## src/hdl/hks_pkg.sv

```systemverilog
// ----------------------------------------------------------------------------
// hks_pkg
// Shared types and constants for the hashed key set: field widths, item
// modes and the controller states.
// ----------------------------------------------------------------------------
package hks_pkg;

  localparam int KEY_W               = 16;
  localparam int MODE_W              = 2;
  localparam int DEF_NUM_BUCKETS     = 251;
  localparam int DEF_SLOTS_PER_BUCKET = 4;

  // code 3 is unused and behaves as a lookup
  typedef enum logic [MODE_W-1:0] {
    MODE_LOOKUP = 2'd0,
    MODE_INSERT = 2'd1,
    MODE_REMOVE = 2'd2,
    MODE_SPARE  = 2'd3
  } mode_t;

  typedef enum logic [2:0] {
    ST_CLEAR,
    ST_IDLE,
    ST_MOD,
    ST_UPDATE
  } state_t;

endpackage

```

## src/hdl/hks_bucket_mod.sv

```systemverilog
// ----------------------------------------------------------------------------
// hks_bucket_mod
// Three-stage pipeline that maps a key to its bucket, key modulo the bucket
// count, by a reciprocal multiply, a back multiply and one correction step.
// ----------------------------------------------------------------------------
module hks_bucket_mod
  import hks_pkg::*;
#(
  parameter int NUM_BUCKETS = DEF_NUM_BUCKETS,
  parameter int BKT_W       = 8
) (
  input  logic             clk,
  input  logic             rst_n,
  input  logic             start,
  input  logic [KEY_W-1:0] key,
  output logic             done,
  output logic [BKT_W-1:0] bucket
);

  localparam int SHIFT  = 28;
  localparam int RCP_W  = SHIFT + 1;
  localparam int NB_W   = $clog2(NUM_BUCKETS + 1);
  localparam int PROD_W = KEY_W + RCP_W;
  localparam int QN_W   = KEY_W + NB_W;
  localparam logic [RCP_W-1:0] RECIP = RCP_W'((2**SHIFT) / NUM_BUCKETS + 1);
  localparam logic [NB_W-1:0]  NB    = NB_W'(NUM_BUCKETS);

  logic [2:0]        vld_r;
  logic [KEY_W-1:0]  key1_r, key2_r;
  logic [KEY_W-1:0]  quot_r;
  logic [QN_W-1:0]   qn_r;
  logic [BKT_W-1:0]  bucket_r;
  logic [PROD_W-1:0] prod;
  logic [KEY_W-1:0]  rem;
  logic [KEY_W-1:0]  rem_fix;

  assign prod = PROD_W'(key) * PROD_W'(RECIP);

  // reciprocal is rounded up so the estimate is never low; a single compare and subtract guards the remainder
  always_comb begin
    rem     = key2_r - qn_r[KEY_W-1:0];
    rem_fix = rem;
    if (rem >= KEY_W'(NB)) begin
      rem_fix = rem - KEY_W'(NB);
    end
  end

  always_ff @(posedge clk) begin
    if (!rst_n) begin
      vld_r <= '0;
    end else begin
      vld_r <= {vld_r[1:0], start};
    end
  end

  always_ff @(posedge clk) begin
    key1_r   <= key;
    quot_r   <= prod[SHIFT +: KEY_W];
    key2_r   <= key1_r;
    qn_r     <= QN_W'(quot_r) * QN_W'(NB);
    bucket_r <= rem_fix[BKT_W-1:0];
  end

  assign done   = vld_r[2];
  assign bucket = bucket_r;

endmodule
```

## config.mk

```make
export PLATFORM = sky130hd
export DESIGN_NAME = hks_bucket_mod
export DESIGN_NICKNAME = d
export VERILOG_FILES = /design/src/hdl/hks_pkg.sv /design/src/hdl/hks_bucket_mod.sv
export SDC_FILE = /design/constraint.sdc
export NUM_CORES = 1
export LEC_CHECK = 0
export BUFFER_PORTS_ARGS = -buffer_cell sky130_fd_sc_hd__buf_4
export CAP_MARGIN = 20
export CORE_MARGIN = 5
export CORE_UTILIZATION = 37
export CTS_CLUSTER_SIZE = 20
export DETAILED_ROUTE_END_ITERATION = 12
export GPL_TIMING_DRIVEN = 0
export SETUP_SLACK_MARGIN = 0.05
export SYNTH_ARGS = -nofsm -noshare
export SYNTH_HDL_FRONTEND = slang
export SYNTH_SLANG_ARGS = --single-unit
```

## constraint.sdc

```tcl
create_clock -name clk -period 4.3 [get_ports clk]
set_input_delay 0 -clock clk [delete_from_list [all_inputs] [get_ports clk]]
set_output_delay 0 -clock clk [all_outputs]
set_load 0.02 [all_outputs]
```

# After elaboration in Yosys (flattened, before gate mapping)
# Index checks and enable logic that the tools add are counted.
# totals
ff_bits,68
input_bits,19
out_inout_bits,9
wordCells,12
# op_classes
addsub,2
multipliers,2
magnitude_cmp,1
n_mux,1
# op_table
operator,n
16-bit by 18-bit multiplier with 34-bit output (second input constant),1
16-bit by 8-bit greater-or-equal comparator with 1-bit output (second input constant),1
9-bit by 8-bit multiplier with 16-bit output (second input constant),1
16-bit subtractor,1
8-bit two-way mux,1
8-bit subtractor (second input constant),1

# Logic depth before layout (Yosys ltp)
# Gate-level depths: netlist of run 1.
# depth
depth_word,3
depth_mapped,19
depth_no_buf,19

# Least setup slack after synthesis of run 1
# Ideal clock, no wire load.
# synth_path
path_kind,input port to flip-flop
startpoint,input port key[5]
endpoint,register quot_r[2]
setup_time_ps,72
t_arrival_ps,4386
required_ps,4228
slack_ps,-158
cell_stages,19
path_buffers,0
path_cell_list,inv_1 -> ha_1 -> inv_1 -> fa_1 -> ha_1 -> ha_1 -> fa_1 -> inv_1 -> fa_1 -> inv_1 -> ha_1 -> a21o_1 -> a211o_1 -> a21o_1 -> a21o_1 -> a21oi_1 -> nor4_1 -> a2111oi_0 -> xnor2_1
# synth_via
elab_chain_cells,1
# synth_lines
item,line,rtl
from (decl),hks_bucket_mod.sv:15,"input logic [KEY_W-1:0] key,"
16-bit by 18-bit multiplier with 34-bit output,hks_bucket_mod.sv:37,assign prod = PROD_W'(key) * PROD_W'(RECIP);
named net prod[30],hks_bucket_mod.sv:33,logic [PROD_W-1:0] prod;
to (signal assigned),hks_bucket_mod.sv:58,quot_r <= prod[SHIFT +: KEY_W];
to (decl),hks_bucket_mod.sv:30,logic [KEY_W-1:0] quot_r;
# The timed path passes the listed nets, and every way through them passes these cells.
# A chain may end at the register's enable or synchronous reset.

# Worst setup path after layout of run 1
# layout_path
startpoint,input port key[14]
endpoint,register quot_r[5]
# Same word-level chain as after synthesis.

==> metrics.md, run 1 <==
| Metric | Value |
|---|---|
| Die height | 153 µm |
| Share of the synthesized area in the top cell type | 30.6% |
| Crit path largest cell delay | 0.52 ns |
| Hold Startpoint | key[14] |
| Adder-cell share of the synthesized area | 52.7% |
| Fraction of registers with async set/reset | 0% |
| Core Box Area | 20100 µm² |
| EDFF count, synth | 0 |
| Multi-input logic area | 6000 µm² |
| CTS clk-pin slew, worst paths | 0.06 ns |
| CTS Sinks | 68 |
| IO buf count | 27 |
| Rows | 52 |
| #FFs+latches synth | 68 |
| Max frequency | 0.240 GHz |
| Register area share after synthesis | 18.1% |
| Vias per cell | 4.74 |
| Die extent in x | 153 µm |
| Proportion of synthesized area in mux cells | 0.483% |
| CTS tree | done |
| P&R area growth vs syn | 21.0% |
| Worst hold path type | in2reg |
| Final HPWL DP | 12200 µm |
| FILL cells | 1908 |
| RSZ-0062 raised after global routing | yes |
| Antenna violations before repair | 0 |
| GP Congestion | 0.804 |
| Buf/Inv on CP | 4 |
| All-layer global routing usage | 13.4% |
| Longest Clk Path Bufs | 2 |
| ANT cells | 0 |
| Kind of critical path | in2reg |
| Synth unique cells | 59 |
| Crit path from | key[14] |
| DRT antenna net count | 0 |
| GR Overflow Total | 0 |
| # setup viols final | 0 |
| Crit path max fanout | 7 |
| IO Count | 28 |
| Metal2 WL | 7320 µm |
| Via count | 5072 |
| Seq. cell area | 1360 µm² |
| R2R cell count | 13 |
| Routed met3 length | 292 µm |
| Synth Area in XOR/XNOR | 3.61% |
| Crit-path slowest cell | fa_1 |
| Clk Latency, worst-skew pair | 0.34 ns |
| Final min period | 4.16 ns |
| Initial core utilization | 37.4% |
| Synthesized area | 7510 µm² |
| H-tree Lvls | 3 |
| Outcome | complete, no violations |
| Synth Flop Type | dfxtp_1 |
| Syn_area_per_cell | 10.3 µm² |
| Crit path arrival time | 4.43 ns |
| Synth Area in Compound Gates | 9.92% |
| WL met1 | 7410 µm |
| Cell depth of the worst hold path | 3 |
| Largest family of logic cells by synthesized area | adder cells |
| First-pass GRT wire length | 25300 µm |
| TritonRoute pass-1 iters | 4 |
| DRC | 0 |
| Final slew viol count | 0 |
| Max-cap violations | 0 |
| Final Cycle Share | 96.8% |
| Largest net degree at the start of global routing | 14 |
| Gate Count Post-Synth | 731 |
| Post-Route Setup TNS | 0 ns |
| Crit start category | input pin |
| Critical Path Sink Type | flip-flop |
| Slew Limit Headroom | 57.0% |
| Worst r2r src | quot_r[0] |
| Top sig layer | met4 |
| Fin Clk Skew | 0.00673 ns |
| Tightest Pin Transition | 0.637 ns |
| WP data required | 4.57 ns |
| Ratio of cells with drive above 1 in the final layout | 15.6% |
| DR iter-0 viols | 165 |
| Final wirelength | 15200 µm |
| Simple-gate portion of the synthesized area | 7.44% |
| Largest area contributor in the netlist | ha_1 |
| Worst path cell trace | buf_12 -> ha_4 -> ha_4 -> inv_2 -> fa_1 -> inv_2 -> fa_1 -> fa_1 -> fa_2 -> ha_4 -> a21oi_4 -> o21ai_4 -> a211oi_4 -> o31ai_4 -> nand4_1 -> a31oi_2 -> buf_4 -> xor2_1 |
| DR WL/cell | 14.2 µm |
| CTS buffer count | 9 |
| Vias in the first global route | 5224 |
| CTS Root Cell | clkbuf_16 |
| Worst path top cell family by delay | adder cells |
| Yosys warns | 0 |
| Area of the die | 23300 µm² |
| Nets | 1081 |
| Synth area leaders | ha_1 (31%), fa_1 (22%), dfxtp_1 (18%), inv_1 (7.3%), xnor2_1 (2.7%) |
| Final hold violations | 0 |
| Post-synthesis net count | 1017 |
| Critical path depth | 18 |
[stage by stage]
step,setup WS [ns],hold WS (ns),cells,util [%],cell area [µm²]
after floorplan,0.0582,0.0277,731,-,7570
after CTS,0.0576,0.0417,1066,43.9,8820
after global placement,-0.644,0.192,1028,40.4,8110
after global routing,0.00701,0.0743,1070,45.2,9090
after detailed placement,-0.663,0.193,1028,40.4,8110
final,0.139,0.0422,1070,45.2,9090
[cells in the final DEF (no fill, tap or decap), types with 8 or more instances in the layout]
master	count
ha_1	163
dfxtp_1	67
a21o_1	13
dlygate4sd3_1	19
clkbuf_16	9
ha_4	20
inv_2	8
buf_4	24
fa_1	76
o21ai_0	9
nor2b_1	8
xnor2_1	23
inv_1	137
nor2_1	19
xor2_1	8
nand2_1	17
nand3_1	11
a21oi_1	28
[final cells by class]
class                           count  share of cell area [%]
Inverter                          147                    6.18
Multi-Input combinational cell    510                    65.9
Timing Repair Buffer               53                    5.60
Clock inverter                      7                   0.826
Sequential cell                    68                    15.0
Clock buffer                        9                    2.48
Buffer                              6                   0.275
Tap cell                          270                    3.72
[state kept, by name (all words and copies together), names as in the netlist]
signal and cells:
vld_r 3, quot_r 9, qn_r 16, bucket 8, key2_r 16, key1_r 16
[timing repair]
item                                    in CTS  in global routing
hold buffers                                19                  0
buffers inserted                             3                  4
pin swaps                                   21                 34
resized for setup                           36                 44
endpoints found under the hold margin       21                  0
endpoints found under the setup margin       7                  8
[worst paths after layout]
| check | end | slack [ns] |
|---|---|---|
| hold reg to reg | key2_r[10] | 0.32 |
| hold / removal | quot_r[8] | 0.04 |
| setup / recovery | quot_r[5] | 0.14 |
| setup reg to reg | qn_r[13] | 0.27 |
[worst register-to-register path: stages, from the launching register on]
cell and delay [ns]:
dfxtp_1 0.38, fa_1 0.58, inv_1 0.06, fa_1 0.48, fa_1 0.54, inv_1 0.05, fa_1 0.47, ha_1 0.36
nor2b_1 0.17, o211ai_1 0.17, nand2_1 0.10, a41oi_1 0.27, nor2b_1 0.19, xnor2_1 0.12
[Yosys cell counts (all sizes together) (2+ instances only)]
library cell	instances
nand3b	2
dfxtp	68
a21boi	2
inv	147
o311ai	4
a21o	13
xnor2	23
nand3	13
a211o	2
nand4b	2
and3	3
buf	3
nor3	4
mux2	2
a21oi	34
o2111ai	2
a221oi	4
o21a	4
clkbuf	3
nand4	6
fa	83
or3	2
nand2	18
nor2b	8
nor2	21
nor3b	4
o21bai	2
o211ai	6
ha	184
o21ai	10
a31oi	3
or2	7
and2	5
nor4	4
xor2	8
o31ai	6
a41oi	3
a211oi	5
[cells by family after synthesis]
logic type / after synthesis
XOR/XNOR: 31
multiplexers: 3
adder cells (fa/ha/maj): 267
flip-flops: 68
AND/OR/NAND/NOR: 102
buffers and inverters: 153
AO/OA/AOI/OAI: 107
[per-layer routing]
layer | global-route usage (%) | up-vias
li1 | - | 2588
met1 | 17.8 | 2434
met2 | 22.8 | 41
met3 | 2.27 | 9
met4 | 3.48 | 0
met5 | 0 | -
Power of run 1 is left out: the tool's default activity adds up to more than one toggle a clock period on the data nets, which glitch-free logic cannot reach.
==> inputs of run 2 (changes only) <==
Settings changed: PLACE_DENSITY from default to 0.62.
==> metrics.md, run 2 (synthesis gave the netlist of run 1 again) <==
| Metric | Value |
|---|---|
| Outcome | complete, no violations |
| All-layer global routing usage | 13.2% |
| Clk Latency, worst-skew pair | 0.34 ns |
| Kind of critical path | in2reg |
| Crit path max fanout | 4 |
| CTS Sinks | 68 |
| Vias per cell | 4.68 |
| Final HPWL DP | 12200 µm |
| CTS clk-pin slew, worst paths | 0.05 ns |
| Final Util | 44.5% |
| CTS Root Cell | clkbuf_16 |
| Die height | 153 µm |
| Post-place setup slack | -0.725 ns |
| FILL cells | 1916 |
| Die extent in x | 153 µm |
| Crit path arrival time | 4.41 ns |
| CTS buffer count | 9 |
| Multi-input logic area | 5860 µm² |
| Most common cell after layout, fill and taps aside | ha_1 |
| DRC | 0 |
| GR Overflow Total | 0 |
| DR WL/cell | 13.9 µm |
| GP Congestion | 0.817 |
| Largest net degree at the start of global routing | 14 |
| Tightest Pin Transition | 0.650 ns |
| RSZ-0062 raised after global routing | yes |
| First-pass GRT wire length | 25100 µm |
| Crit path from | key[5] |
| Post-route cell area | 8950 µm² |
| Core Box Area | 20100 µm² |
| Critical Path Sink Type | flip-flop |
| Final Cycle Share | 97.4% |
| Max-cap violations | 0 |
| Hold WS | 0.0486 ns |
| Crit start category | input pin |
| Nets | 1082 |
| Final hold violations | 0 |
| Vias in the first global route | 5132 |
| Area of the die | 23300 µm² |
| Placed Instance Area | 8110 µm² |
| Final wirelength | 14800 µm |
| DRT antenna net count | 0 |
| Final min period | 4.19 ns |
| Ratio of cells with drive above 1 in the final layout | 14.0% |
| Fin Clk Skew | 0.00469 ns |
| Worst hold path type | in2reg |
| CTS tree | done |
| DR iter-0 viols | 166 |
| Final slew viol count | 0 |
| Most frequent cells in the layout | ha_1 (170), inv_1 (138), fa_1 (78) |
| Largest regs | key1_r x16, key2_r x16, qn_r x16 |
| IO buf count | 27 |
| Worst r2r src | quot_r[0] |
| WP data required | 4.52 ns |
| ANT cells | 0 |
| Hold Startpoint | key[14] |
| IO Count | 28 |
| Post-route setup slack | 0.111 ns |
| Initial core utilization | 37.4% |
| Slew Limit Headroom | 56.1% |
| Via count | 5017 |
| Seq. cell area | 1360 µm² |
| Max frequency | 0.239 GHz |
| # setup viols final | 0 |
| P&R area growth vs syn | 19.0% |
| H-tree Lvls | 3 |
| Rows | 52 |
| Longest Clk Path Bufs | 2 |
| TritonRoute pass-1 iters | 4 |
| Antenna violations before repair | 0 |
run 2: worst max-delay path, cell delays in order:
cell     delay [ns]
buf_12         0.09
inv_8          0.04
ha_4           0.26
inv_2          0.04
fa_2           0.36
fa_1           0.53
inv_2          0.04
fa_1           0.51
inv_2          0.04
fa_2           0.36
fa_1           0.48
ha_1           0.28
o21a_1         0.17
a41oi_2        0.14
o31ai_4        0.32
nand4_1        0.24
a31oi_2        0.29
a21oi_2        0.10
xnor2_1        0.13
run 2: layer usage:
metal,wire length (µm),GRT usage [%],vias to the layer above
met5,0,0,-
met4,181,3.05,0
met3,267,2.22,12
met2,7130,22.8,37
met1,7270,17.5,2374
li1,-,-,2594
run 2: repair_timing:
item	4_1_cts	5_1_grt
resized for setup	34	27
setup buffers	4	3
hold endpoints to repair	21	0
hold buffers	20	0
endpoints found under the setup margin	7	8
pin swaps	18	26
run 2: path summary, 6_finish.rpt:
| kind | to | slack, ns | cells after the start |
|---|---|---|---|
| setup / recovery | quot_r[6] | 0.11 | 19 |
| hold / removal | quot_r[8] | 0.05 | 3 |
| setup reg to reg | qn_r[13] | 0.26 | 13 |
| hold reg to reg | key2_r[5] | 0.33 | 0 |
run 2: layout make-up:
cell class / count / share of cell area, %
Multi-Input combinational cell: 510 / 65.5
Sequential cell: 68 / 15.2
Inverter: 147 / 6.25
Timing Repair Buffer: 54 / 5.85
Tap cell: 270 / 3.78
Clock buffer: 9 / 2.52
Clock inverter: 7 / 0.573
Buffer: 6 / 0.280
run 2: metrics by stage:
step	setup TNS (ns)	cells
after global routing	-0.112	1071
final	0	1071
after floorplan	0	731
after global placement	-4.09	1028
after CTS	0	1068
after detailed placement	-4.25	1028
Power of run 2 is left out for the same reason.
==> inputs of run 3 (changes only) <==
Settings changed: BUFFER_PORTS_ARGS -buffer_cell sky130_fd_sc_hd__buf_4 to -buffer_cell sky130_fd_sc_hd__buf_2, RECOVER_POWER from default to 100.
==> metrics.md, run 3 (synthesis gave the netlist of run 1 again) <==
| Metric | Value |
|---|---|
| Largest regs | key1_r x16, key2_r x16, qn_r x16 |
| Final min period | 4.26 ns |
| Rows | 52 |
| CTS clk-pin slew, worst paths | 0.06 ns |
| WP data required | 4.51 ns |
| Critical Path Sink Type | flip-flop |
| Die extent in x | 153 µm |
| Crit start category | input pin |
| CTS buffer count | 9 |
| Outcome | complete, no violations |
| Largest net degree at the start of global routing | 14 |
| Worst hold path type | in2reg |
| Crit path arrival time | 4.47 ns |
| RSZ-0062 raised after global routing | yes |
| GP Congestion | 0.815 |
| P&R area growth vs syn | 20.9% |
| Final slew viol count | 0 |
| H-tree Lvls | 3 |
| Most common cell after layout, fill and taps aside | ha_1 |
| TritonRoute pass-1 iters | 4 |
| CTS tree | done |
| DRT antenna net count | 0 |
| All-layer global routing usage | 13.3% |
| Post-Route Setup TNS | 0 ns |
| Max-cap violations | 0 |
| DRC | 0 |
| First-pass GRT wire length | 25400 µm |
| CTS Sinks | 68 |
| IO Count | 28 |
| Multi-input logic area | 5960 µm² |
| Nets | 1088 |
| Vias per cell | 4.75 |
| GR Overflow Total | 0 |
| Antenna violations before repair | 0 |
| Max frequency | 0.235 GHz |
| DR WL/cell | 14.0 µm |
| Core Box Area | 20100 µm² |
| IO buf count | 27 |
| Final Cycle Share | 99.0% |
| Area of the die | 23300 µm² |
| CTS Root Cell | clkbuf_16 |
| Final hold violations | 0 |
| Final HPWL DP | 12100 µm |
| Die height | 153 µm |
| Cell depth of the worst hold path | 3 |
| Final wirelength | 15100 µm |
| Initial core utilization | 37.4% |
| Longest Clk Path Bufs | 2 |
| FILL cells | 1898 |
| DR iter-0 viols | 163 |
| Kind of critical path | in2reg |
| Vias in the first global route | 5280 |
| Via count | 5112 |
| Most frequent cells in the layout | ha_1 (165), inv_1 (135), fa_1 (77) |
| R2R cell count | 13 |
| Ratio of cells with drive above 1 in the final layout | 16.5% |
| Crit path max fanout | 6 |
| Fin Clk Skew | 0.00414 ns |
| # setup viols final | 0 |
| ANT cells | 0 |
| Slew Limit Headroom | 56.4% |
| Seq. cell area | 1360 µm² |
| Tightest Pin Transition | 0.645 ns |
| Clk Latency, worst-skew pair | 0.33 ns |
run 3: cell count changes in the layout (fill, tap and decap cells not counted), sizes merged:
cell	previous run	this run
clkbuf	12	13
dlygate4sd3	20	18
buf	37	44
bufinv	0	1
clkinv	4	2
clkinvlp	2	3
run 3: per-layer routing:
| layer | wire (µm) | up-vias | GRT usage [%] |
|---|---|---|---|
| li1 | - | 2604 | - |
| met1 | 7130 | 2431 | 17.1 |
| met2 | 7300 | 54 | 22.9 |
| met3 | 297 | 23 | 2.02 |
| met4 | 336 | 0 | 4.29 |
| met5 | 0 | - | 0 |
run 3: cell type report:
cell class,instances,share of cell area (%)
plain buffers,6,0.275
clock buffers,9,2.48
clock inverters,7,0.826
inverters,147,6.15
multi-input cells,510,65.6
flip-flops and latches,68,15.0
well taps,270,3.72
repair buffers,60,5.99
run 3: through the flow:
step | utilization, % | setup slack [ns] | hold slack, ns | instances | instance area (µm²)
after global placement | 40.0 | -0.767 | 0.206 | 1028 | 8050
after floorplan | - | 0.0582 | 0.0277 | 731 | 7570
after detailed placement | 40.0 | -0.777 | 0.213 | 1028 | 8050
after global routing | 45.2 | -0.0458 | 0.0963 | 1077 | 9090
after CTS | 44.1 | 0.0525 | -0.191 | 1067 | 8870
final | 45.2 | 0.0431 | 0.0963 | 1077 | 9090
run 3: repair_timing:
| item | in CTS | in global routing |
|---|---|---|
| cloned | 0 | 0 |
| setup endpoints to repair | 7 | 8 |
| buffers inserted | 5 | 10 |
| resized for setup | 61 | 32 |
| hold buffers | 18 | 0 |
| pin swaps | 23 | 36 |
| hold endpoints to repair | 21 | 0 |
run 3: path summary, 6_finish.rpt:
kind | start | endpoint | slack, ns
worst max-delay path | key[14] | quot_r[7] | 0.04
worst min-delay path | key[14] | key1_r[14] | 0.1
worst max register to register | quot_r[0] | qn_r[13] | 0.28
worst min register to register | key1_r[5] | key2_r[5] | 0.32
run 3: critical path: stages:
cell	delay (ns)
buf_12	0.12
ha_4	0.25
ha_4	0.26
inv_2	0.03
fa_1	0.48
inv_2	0.04
fa_1	0.56
fa_1	0.44
fa_1	0.50
ha_4	0.31
a21oi_4	0.06
o21ai_4	0.18
a41oi_2	0.07
o31ai_4	0.34
nand4_1	0.27
a21boi_2	0.26
o211ai_1	0.14
xnor2_1	0.14
Power of run 3 is left out for the same reason.
